`src/hdl/swv_pkg.sv`:
```
// Types, constants and the CORDIC arctangent table for the swerve wheel block.
package swv_pkg;

  localparam int NUM_WHEELS_DEFAULT = 4;
  localparam int MAX_WHEELS         = 4;

  localparam int VEL_W   = 16;               // command fields
  localparam int POS_W   = 16;               // one coordinate of a position
  localparam int ARM_W   = POS_W + 1;        // lever arm component
  localparam int TERM_W  = 34;               // Q.24 wheel velocity sum
  localparam int FRAC_DROP = 8;              // Q.24 -> Q.16
  localparam int WV_W    = TERM_W - FRAC_DROP; // Q.16 wheel velocity component
  localparam int PROD_W  = 2 * WV_W;
  localparam int SQ_W    = 50;               // sum of squares, even width
  localparam int ROOT_STEPS   = SQ_W / 2;
  localparam int CORDIC_STEPS = 18;
  localparam int CORDIC_W     = 28;
  localparam int ACC_W        = 32;
  localparam int STEP_W       = 5;
  localparam int SPEED_W      = 16;
  localparam int ANGLE_W      = 16;
  localparam int WIDX_W       = 2;
  localparam int ROUND_HALF   = 128;
  localparam int ADDR_W       = 5;
  localparam int DATA_W       = 32;
  localparam int REG_IDX_W    = 3;

  typedef struct packed {
    logic signed [VEL_W-1:0] vel_x;
    logic signed [VEL_W-1:0] vel_y;
    logic signed [VEL_W-1:0] yaw_rate;
  } cmd_t;

  typedef struct packed {
    logic [WIDX_W-1:0]         wheel_index;
    logic [SPEED_W-1:0]        wheel_speed;
    logic signed [ANGLE_W-1:0] wheel_angle;
    logic                      last_wheel;
  } res_t;

  typedef enum logic [REG_IDX_W-1:0] {
    REG_ROT_CENTER = 3'd0,
    REG_WHEEL0     = 3'd1,
    REG_WHEEL1     = 3'd2,
    REG_WHEEL2     = 3'd3,
    REG_WHEEL3     = 3'd4
  } reg_idx_t;

  typedef enum logic [3:0] {
    ST_IDLE,
    ST_DIFF,
    ST_MUL_RY,
    ST_MUL_RX,
    ST_SQ_X,
    ST_SQ_Y,
    ST_SUM,
    ST_VEC_GO,
    ST_VEC_WAIT,
    ST_ZERO,
    ST_SEND
  } state_t;

  // atan(2^-i) in units of 2^-32 turn
  function automatic logic [ACC_W-1:0] cordic_atan(input logic [STEP_W-1:0] i);
    logic [ACC_W-1:0] a;
    case (i)
      5'd0:    a = 32'd536870912;
      5'd1:    a = 32'd316933406;
      5'd2:    a = 32'd167458907;
      5'd3:    a = 32'd85004756;
      5'd4:    a = 32'd42667331;
      5'd5:    a = 32'd21354465;
      5'd6:    a = 32'd10679838;
      5'd7:    a = 32'd5340245;
      5'd8:    a = 32'd2670163;
      5'd9:    a = 32'd1335087;
      5'd10:   a = 32'd667544;
      5'd11:   a = 32'd333772;
      5'd12:   a = 32'd166886;
      5'd13:   a = 32'd83443;
      5'd14:   a = 32'd41722;
      5'd15:   a = 32'd20861;
      5'd16:   a = 32'd10430;
      5'd17:   a = 32'd5215;
      default: a = '0;
    endcase
    return a;
  endfunction

endpackage

```
`src/hdl/swerve_wheel_speed_angle_top.sv`:
```
// Top level of the swerve wheel speed and angle block with its register port.
// Each command yields one result per wheel in wheel order, the final one marked with
// last_wheel. For a nonzero command each wheel passes through the lever arm, the
// shared-multiplier products and squares, the sum and the launch, then 25
// one-bit-pair square-root steps with the 18-step CORDIC angle running alongside
// them, a completion flag and the result transfer. An all-zero command skips the
// computation and repeats each wheel's stored angle. A stalled result holds the
// block in its send state. The block takes a new command only once the last result
// of the previous one has been taken.
module swerve_wheel_speed_angle_top #(
  parameter int NUM_WHEELS = swv_pkg::NUM_WHEELS_DEFAULT
) (
  input  logic                          clk,
  input  logic                          rst,
  input  logic                          cmd_valid,
  output logic                          cmd_ready,
  input  swv_pkg::cmd_t                 cmd,
  output logic                          res_valid,
  input  logic                          res_ready,
  output swv_pkg::res_t                 res,
  input  logic                          psel,
  input  logic                          penable,
  input  logic                          pwrite,
  input  logic [swv_pkg::ADDR_W-1:0]    paddr,
  input  logic [swv_pkg::DATA_W-1:0]    pwdata,
  output logic [swv_pkg::DATA_W-1:0]    prdata,
  output logic                          pready
);
  import swv_pkg::*;

  localparam int WHEEL_COUNT = (NUM_WHEELS < 1) ? 1 :
                               ((NUM_WHEELS > MAX_WHEELS) ? MAX_WHEELS : NUM_WHEELS);

  state_t state, state_next;

  logic [DATA_W-1:0] rot_center;
  logic [DATA_W-1:0] wheel0_pos;
  logic [DATA_W-1:0] wheel1_pos;
  logic [DATA_W-1:0] wheel2_pos;
  logic [DATA_W-1:0] wheel3_pos;
  logic [REG_IDX_W-1:0] reg_idx;

  cmd_t                      cmd_q;
  logic                      cmd_zero;
  logic [WIDX_W-1:0]         wheel;
  logic                      wheel_last;
  logic [ANGLE_W-1:0]        last_angles [MAX_WHEELS];

  logic [DATA_W-1:0]         pos_sel;
  logic signed [POS_W-1:0]   px, py, cxs, cys;
  logic signed [ARM_W-1:0]   rx, ry;
  logic signed [WV_W-1:0]    mul_a, mul_b;
  logic signed [PROD_W-1:0]  prod;
  logic signed [PROD_W-1:0]  prod_q;
  logic signed [TERM_W-1:0]  tx, ty;
  logic signed [WV_W-1:0]    wx, wy;
  logic [SQ_W-1:0]           sq_x;
  logic [SQ_W-1:0]           sq_sum;

  logic                      vec_start;
  logic                      vec_done;
  logic [SPEED_W-1:0]        vec_speed;
  logic [ANGLE_W-1:0]        vec_angle;

  // register port
  assign pready  = 1'b1;
  assign reg_idx = paddr[ADDR_W-1:2];

  always_ff @(posedge clk) begin
    if (rst) begin
      rot_center <= '0;
      wheel0_pos <= '0;
      wheel1_pos <= '0;
      wheel2_pos <= '0;
      wheel3_pos <= '0;
    end else if (psel && penable && pwrite) begin
      unique case (reg_idx)
        REG_ROT_CENTER: rot_center <= pwdata;
        REG_WHEEL0:     wheel0_pos <= pwdata;
        REG_WHEEL1:     wheel1_pos <= pwdata;
        REG_WHEEL2:     wheel2_pos <= pwdata;
        REG_WHEEL3:     wheel3_pos <= pwdata;
        default: ;
      endcase
    end
  end

  always_comb begin
    unique case (reg_idx)
      REG_ROT_CENTER: prdata = rot_center;
      REG_WHEEL0:     prdata = wheel0_pos;
      REG_WHEEL1:     prdata = wheel1_pos;
      REG_WHEEL2:     prdata = wheel2_pos;
      REG_WHEEL3:     prdata = wheel3_pos;
      default:        prdata = '0;
    endcase
  end

  // lever arm of the current wheel
  always_comb begin
    case (wheel)
      2'd0:    pos_sel = wheel0_pos;
      2'd1:    pos_sel = wheel1_pos;
      2'd2:    pos_sel = wheel2_pos;
      default: pos_sel = wheel3_pos;
    endcase
  end

  assign px  = pos_sel[POS_W-1:0];
  assign py  = pos_sel[DATA_W-1:POS_W];
  assign cxs = rot_center[POS_W-1:0];
  assign cys = rot_center[DATA_W-1:POS_W];
  assign wheel_last = (wheel == WIDX_W'(WHEEL_COUNT - 1));

  // shared multiplier
  always_comb begin
    case (state)
      ST_MUL_RY: begin
        mul_a = WV_W'(cmd_q.yaw_rate);
        mul_b = WV_W'(ry);
      end
      ST_MUL_RX: begin
        mul_a = WV_W'(cmd_q.yaw_rate);
        mul_b = WV_W'(rx);
      end
      ST_SQ_X: begin
        mul_a = wx;
        mul_b = wx;
      end
      ST_SQ_Y: begin
        mul_a = wy;
        mul_b = wy;
      end
      default: begin
        mul_a = '0;
        mul_b = '0;
      end
    endcase
  end

  assign prod = mul_a * mul_b;

  // Q.24 velocity sums, rounded half up to Q.16 by the shift
  assign tx = {{(TERM_W - VEL_W - 16){cmd_q.vel_x[VEL_W-1]}}, cmd_q.vel_x, 16'h0000}
            + TERM_W'(prod_q) + TERM_W'(ROUND_HALF);
  assign ty = {{(TERM_W - VEL_W - 16){cmd_q.vel_y[VEL_W-1]}}, cmd_q.vel_y, 16'h0000}
            - TERM_W'(prod_q) + TERM_W'(ROUND_HALF);

  // sequencer
  always_ff @(posedge clk) begin
    if (rst) state <= ST_IDLE;
    else     state <= state_next;
  end

  always_comb begin
    state_next = state;
    vec_start  = 1'b0;
    cmd_ready  = 1'b0;
    unique case (state)
      ST_IDLE: begin
        cmd_ready = 1'b1;
        if (cmd_valid) begin
          state_next = ((cmd.vel_x == '0) && (cmd.vel_y == '0) && (cmd.yaw_rate == '0))
                     ? ST_ZERO : ST_DIFF;
        end
      end
      ST_DIFF:   state_next = ST_MUL_RY;
      ST_MUL_RY: state_next = ST_MUL_RX;
      ST_MUL_RX: state_next = ST_SQ_X;
      ST_SQ_X:   state_next = ST_SQ_Y;
      ST_SQ_Y:   state_next = ST_SUM;
      ST_SUM:    state_next = ST_VEC_GO;
      ST_VEC_GO: begin
        vec_start  = 1'b1;
        state_next = ST_VEC_WAIT;
      end
      ST_VEC_WAIT: if (vec_done) state_next = ST_SEND;
      ST_ZERO:     state_next = ST_SEND;
      ST_SEND: begin
        if (res_ready) begin
          if (wheel_last)    state_next = ST_IDLE;
          else if (cmd_zero) state_next = ST_ZERO;
          else               state_next = ST_DIFF;
        end
      end
      default: state_next = ST_IDLE;
    endcase
  end

  // control registers
  always_ff @(posedge clk) begin
    if (rst) begin
      res_valid <= 1'b0;
      wheel     <= '0;
      for (int i = 0; i < MAX_WHEELS; i++) last_angles[i] <= '0;
    end else begin
      case (state)
        ST_IDLE: if (cmd_valid) wheel <= '0;
        ST_VEC_WAIT: begin
          if (vec_done) begin
            res_valid          <= 1'b1;
            last_angles[wheel] <= vec_angle;
          end
        end
        ST_ZERO: res_valid <= 1'b1;
        ST_SEND: begin
          if (res_ready) begin
            res_valid <= 1'b0;
            wheel     <= wheel + WIDX_W'(1);
          end
        end
        default: ;
      endcase
    end
  end

  // datapath registers
  always_ff @(posedge clk) begin
    prod_q <= prod;
    case (state)
      ST_IDLE: begin
        if (cmd_valid) begin
          cmd_q    <= cmd;
          cmd_zero <= (cmd.vel_x == '0) && (cmd.vel_y == '0) && (cmd.yaw_rate == '0);
        end
      end
      ST_DIFF: begin
        rx <= ARM_W'(px) - ARM_W'(cxs);
        ry <= ARM_W'(py) - ARM_W'(cys);
      end
      ST_MUL_RX: wx   <= tx[TERM_W-1:FRAC_DROP];
      ST_SQ_X:   wy   <= ty[TERM_W-1:FRAC_DROP];
      ST_SQ_Y:   sq_x <= prod_q[SQ_W-1:0];
      ST_SUM:    sq_sum <= sq_x + prod_q[SQ_W-1:0];
      ST_VEC_WAIT: begin
        if (vec_done) begin
          res.wheel_index <= wheel;
          res.wheel_speed <= vec_speed;
          res.wheel_angle <= vec_angle;
          res.last_wheel  <= wheel_last;
        end
      end
      ST_ZERO: begin
        res.wheel_index <= wheel;
        res.wheel_speed <= '0;
        res.wheel_angle <= last_angles[wheel];
        res.last_wheel  <= wheel_last;
      end
      default: ;
    endcase
  end

  swv_vec u_vec (
    .clk   (clk),
    .rst   (rst),
    .start (vec_start),
    .n     (sq_sum),
    .x     (wx),
    .y     (wy),
    .done  (vec_done),
    .speed (vec_speed),
    .angle (vec_angle)
  );

endmodule

```
`src/hdl/swv_vec.sv`:
```
// Iterative magnitude (bit-pair square root) and CORDIC angle of one wheel vector.
module swv_vec (
  input  logic                               clk,
  input  logic                               rst,
  input  logic                               start,
  input  logic [swv_pkg::SQ_W-1:0]           n,
  input  logic signed [swv_pkg::WV_W-1:0]    x,
  input  logic signed [swv_pkg::WV_W-1:0]    y,
  output logic                               done,
  output logic [swv_pkg::SPEED_W-1:0]        speed,
  output logic [swv_pkg::ANGLE_W-1:0]        angle
);
  import swv_pkg::*;

  logic                       busy;
  logic [STEP_W-1:0]          cnt;
  logic [SQ_W-1:0]            rem;
  logic [SQ_W-1:0]            root;
  logic [SQ_W-1:0]            bitm;
  logic signed [CORDIC_W-1:0] cx;
  logic signed [CORDIC_W-1:0] cy;
  logic [ACC_W-1:0]           acc;
  logic                       vec_zero;

  logic [SQ_W:0]              trial;
  logic                       take;
  logic signed [CORDIC_W-1:0] xe;
  logic signed [CORDIC_W-1:0] ye;
  logic signed [CORDIC_W-1:0] xs;
  logic signed [CORDIC_W-1:0] ys;
  logic [WV_W:0]              spd_round;
  logic [ACC_W-1:0]           ang_round;

  assign trial = {1'b0, root} + {1'b0, bitm};
  assign take  = ({1'b0, rem} >= trial);
  assign xe    = CORDIC_W'(x);
  assign ye    = CORDIC_W'(y);
  assign xs    = cx >>> cnt;
  assign ys    = cy >>> cnt;

  always_ff @(posedge clk) begin
    if (rst) begin
      busy <= 1'b0;
      done <= 1'b0;
      cnt  <= '0;
    end else begin
      done <= 1'b0;
      if (start) begin
        busy <= 1'b1;
        cnt  <= '0;
      end else if (busy) begin
        cnt <= cnt + STEP_W'(1);
        if (cnt == STEP_W'(ROOT_STEPS - 1)) begin
          busy <= 1'b0;
          done <= 1'b1;
        end
      end
    end
  end

  always_ff @(posedge clk) begin
    if (start) begin
      rem      <= n;
      root     <= '0;
      bitm     <= SQ_W'(1) << (SQ_W - 2);
      vec_zero <= (x == '0) && (y == '0);
      // pre-rotate into the right half plane
      if (xe < 0) begin
        if (ye >= 0) begin
          cx  <= ye;
          cy  <= -xe;
          acc <= 32'h4000_0000;
        end else begin
          cx  <= -ye;
          cy  <= xe;
          acc <= 32'hC000_0000;
        end
      end else begin
        cx  <= xe;
        cy  <= ye;
        acc <= '0;
      end
    end else if (busy) begin
      if (take) begin
        rem  <= rem - trial[SQ_W-1:0];
        root <= (root >> 1) + bitm;
      end else begin
        root <= root >> 1;
      end
      bitm <= bitm >> 2;
      if (cnt < STEP_W'(CORDIC_STEPS)) begin
        if (cy > 0) begin
          cx  <= cx + ys;
          cy  <= cy - xs;
          acc <= acc + cordic_atan(cnt);
        end else begin
          cx  <= cx - ys;
          cy  <= cy + xs;
          acc <= acc - cordic_atan(cnt);
        end
      end
    end
  end

  // round to Q.8 and saturate
  assign spd_round = {1'b0, root[WV_W-1:0]} + (WV_W + 1)'(ROUND_HALF);
  assign speed     = (spd_round[WV_W:FRAC_DROP + SPEED_W] != '0) ? '1
                   : spd_round[FRAC_DROP + SPEED_W - 1:FRAC_DROP];
  assign ang_round = acc + 32'h0000_8000;
  assign angle     = vec_zero ? '0 : ang_round[ACC_W-1:ACC_W-ANGLE_W];

endmodule

```
`config.mk`:
```
export PLATFORM = sky130hd
export DESIGN_NAME = swerve_wheel_speed_angle_top
export DESIGN_NICKNAME = d
export VERILOG_FILES = /design/src/hdl/swv_pkg.sv /design/src/hdl/swerve_wheel_speed_angle_top.sv /design/src/hdl/swv_vec.sv
export SDC_FILE = /design/constraint.sdc
export NUM_CORES = 2
export LEC_CHECK = 0
export ABC_AREA = 1
export BUFFER_PORTS_ARGS = -buffer_cell sky130_fd_sc_hd__clkbuf_2
export CAP_MARGIN = 20
export CORE_UTILIZATION = 70
export CTS_BUF_LIST = sky130_fd_sc_hd__clkbuf_8
export DETAILED_ROUTE_END_ITERATION = 12
export PLACE_DENSITY = 0.84
export SLEW_MARGIN = 20
export SYNTH_ARGS = -nofsm -noshare
export SYNTH_HDL_FRONTEND = slang
export SYNTH_HIERARCHICAL = 1
export SYNTH_SLANG_ARGS = --single-unit
```
`constraint.sdc`:
```
create_clock -name clk -period 17.9 [get_ports clk]
set_input_delay 0.895 -clock clk [delete_from_list [all_inputs] [get_ports clk]]
set_output_delay 0.895 -clock clk [all_outputs]
set_load 0.1 [all_outputs]
```
==> results.md <==
* Outcome: finished, final reports clean
* Post-CTS Hold Buffers at 0
* R2R Path End: prod_q[44]
* VDD IR max at 0.00007528 V
* Core box area at 115000 µm²
* Post-synth top flop: edfxtp_1
* Max incr delay on CP at 1.13 ns
* Post CTS Setup Buffer Count at 0
* YS warnings at 6
* Final Max Tran Viols at 0
* Antenna violations before repair at 10
* Final setup fails at 0
* Grt total ovfl at 0
* Area post-placement at 83590 µm²
* DRT Wirelength at 268800 µm
* Slew headroom at 24.82%
* Drt wl/cell at 21.45 µm
* Slew @ Worst Pin at 1.126 ns
* Global-route wire length before repair at 412600 µm
* Syn Nets at 12120
* Hold Violations, Final at 0
* Mean Syn Cell Area at 7.521 µm²
* Worst setup path end: prod_q[44]
* NetSw at 3.005 mW
* Dpl cells at 12260
* Leak Pwr at 40.93 nW
* CTS Root Cell: clkbuf_8
* DRT Pass-1 Iters at 9
* Cell Area, Synth at 81710 µm²
* Worst Path Arrival at 10.34 ns
* Fin crit share at 53.55%
* Commonest non-fill, non-tap cells in the layout: nand2_1, inv_1, nor2_1, fa_1, o21ai_0
* Initial Util at 71.07%
* Die ar. at 118100 µm²
* CP Data Required Time at 18.66 ns
* Routed Antenna Nets at 0
* Pwr per Cell Area at 81.69 nW/µm²
* Post-synth ARST share at 0%
* Area grow syn2layout at 5.964%
* CTS tree: done
* Share of cells above drive strength 1 at 5.831%
* Clock power share at 25.7%
* Max Buffers Root-to-Sink at 3
* Final net count at 12150
* Cell count after synthesis at 10870
* Residual DRC at 0
* Sw Ratio at 42.48%
* Non-filler cells, final at 12530
* Clock period minus final worst setup slack at 9.586 ns
* RSZ-0062 raised after global routing: false
* Hold Crit Class: in2reg
* Slowest stage cell on the critical path: fa_1
* Iter 0 DRT Violations at 9748
* Drt via density at 6.250
* Multi-input logic area at 52910 µm²
* Power Internal at 4.069 mW
* Reg power frac at 32.1%
* Seq cells post-synth at 804
* CTS buffer count at 142
* Final std cell area, no fill at 86580 µm²
* F_max at 104.3 MHz
* Row count at 124
* Crit start category: flip-flop
* Routability cong. at 1.069
* Util after Layout at 75.31%
* Clk sinks at 804
* CP startpoint: state[3]
* Worst r2r src: state[3]
* Gate power share at 42.2%
* Commonest non-fill, non-tap cell in the layout: nand2_1
* Most frequent CP cell: fa_1
* R2R depth at 27
* Setup TNS at 0 ns
* Worst-Skew Late Latency at 0.89 ns
* CP Capture Type: flip-flop
* CP Max Fanout at 74
* Chip width at 343.7 µm
* Max_cap viols at 0
* Number of fill cells at 8716
* Number of synthesized flops with an enable pin at 473
* Post-CTS Resized at 0
* Fin Clk Skew at 0.07908 ns
* Register-to-register setup slack at 8.31 ns
* Distinct cells, synth at 70
* Total track usage at 45.16%
* # port buffers at 158
* Largest net degree at the start of global routing at 117
* Via count at 78300
* H-tree depth at 4
* Clk slew on worst S/H paths at 0.07 ns
* Vias in the first global route at 76520
* Register area at 20840 µm²
* Boundary pin count at 162
* Sequential share of the synthesized area at 25.49%
* Height of the chip at 343.7 µm
* WS Path Type: reg2reg
* DP HPWL at 204800 µm
## through the flow
step / setup slack, ns / hold slack, ns / total power [mW]
CTS: 8.515 / 0.1711 / 6.989
detailed placement: 8.520 / 0.4343 / 5.186
global placement: 8.672 / 0.4343 / 5.119
floorplan: 9.995 / 0.4148 / 4.359
finish: 8.314 / 0.2232 / 7.073
global route: 7.962 / 0.1865 / 7.445
## critical path, delay by kind of cell (launching register included)
family | cells | cell delay (ns)
XOR/XNOR | 1 | 0.22
AO/OA/AOI/OAI | 2 | 0.58
flip-flops | 1 | 0.44
adder cells (fa/ha/maj) | 8 | 4.96
AND/OR/NAND/NOR | 9 | 2.32
buffers and inverters | 7 | 0.94
## worst min path at each step
| stage | startpoint | to | slack, ns | cells past startpoint |
|---|---|---|---|---|
| global route | cmd[40] | cmd_q[40] | 0.19 | 1 |
| global placement | prod_q[35] | sq_x[35] | 0.43 | 0 |
| finish | cmd[40] | cmd_q[40] | 0.22 | 1 |
| detailed placement | prod_q[42] | sq_x[42] | 0.43 | 0 |
| floorplan | prod_q[34] | sq_x[34] | 0.41 | 0 |
| CTS | cmd[40] | cmd_q[40] | 0.17 | 1 |
## cell families after synthesis
family	synth area share [%]
buf+inv	9.936
fa+ha+maj	24.29
compound gates	13.36
other cells	0.004589
simple gates	22.84
flops	25.49
xor+xnor	4.072
## layout make-up
type	instances	share of cell area, %
sequential	804	24.06
clock inverter	107	0.9465
clock buffer	155	2.464
tap	1512	2.185
antenna	7	0.02023
inverter	1722	7.471
multi-input combinational	7973	61.11
timing repair buffer	249	1.740
## Yosys cell counts, types with 51 or more instances
cell | n | area (µm²)
a21oi_1 | 667 | 3338
xor2_1 | 264 | 2312
nor3_1 | 118 | 590.6
dfxtp_1 | 331 | 6626
nand3_1 | 654 | 3273
nand2_1 | 2159 | 8104
xnor2_1 | 114 | 998.5
nor4_1 | 52 | 325.3
fa_1 | 699 | 13990
a31oi_1 | 70 | 437.9
ha_1 | 468 | 5856
o21ai_0 | 687 | 3438
buf_2 | 120 | 600.6
nor2_1 | 1345 | 5049
edfxtp_1 | 473 | 14200
a21o_1 | 54 | 405.4
o21bai_1 | 51 | 382.9
inv_1 | 1668 | 6261
clkbuf_1 | 190 | 713.2
nand4_1 | 59 | 369.1
## power by group through the flow
stage          Sequential (mW)  Clock (mW)  Combinational (mW)
5_1_grt                   2.28        1.91                3.26
4_1_cts                   2.27        1.82                2.90
2_1_floorplan             2.23           0                2.12
6_report                  2.27        1.82                2.98
3_5_place_dp              2.31           0                2.88
3_3_place_gp              2.30           0                2.82
## flip-flops by register name (all words and copies together), names as in the netlist, 35 cells and up, named ones only
signal	flops
sq_x	50
sq_sum	50
last_angles	64
prod_q	50
u_vec/root	50
res	35
cmd_q	48
u_vec/rem	50
## metal layers
layer  global-route usage, %  share of wire [%]
met1                   54.93                 36
met2                   70.59                 44
met3                   10.96                 12
met4                   32.12                8.2
met5                       0             0.0078
Note: power is estimated with default switching activity, not from simulation.
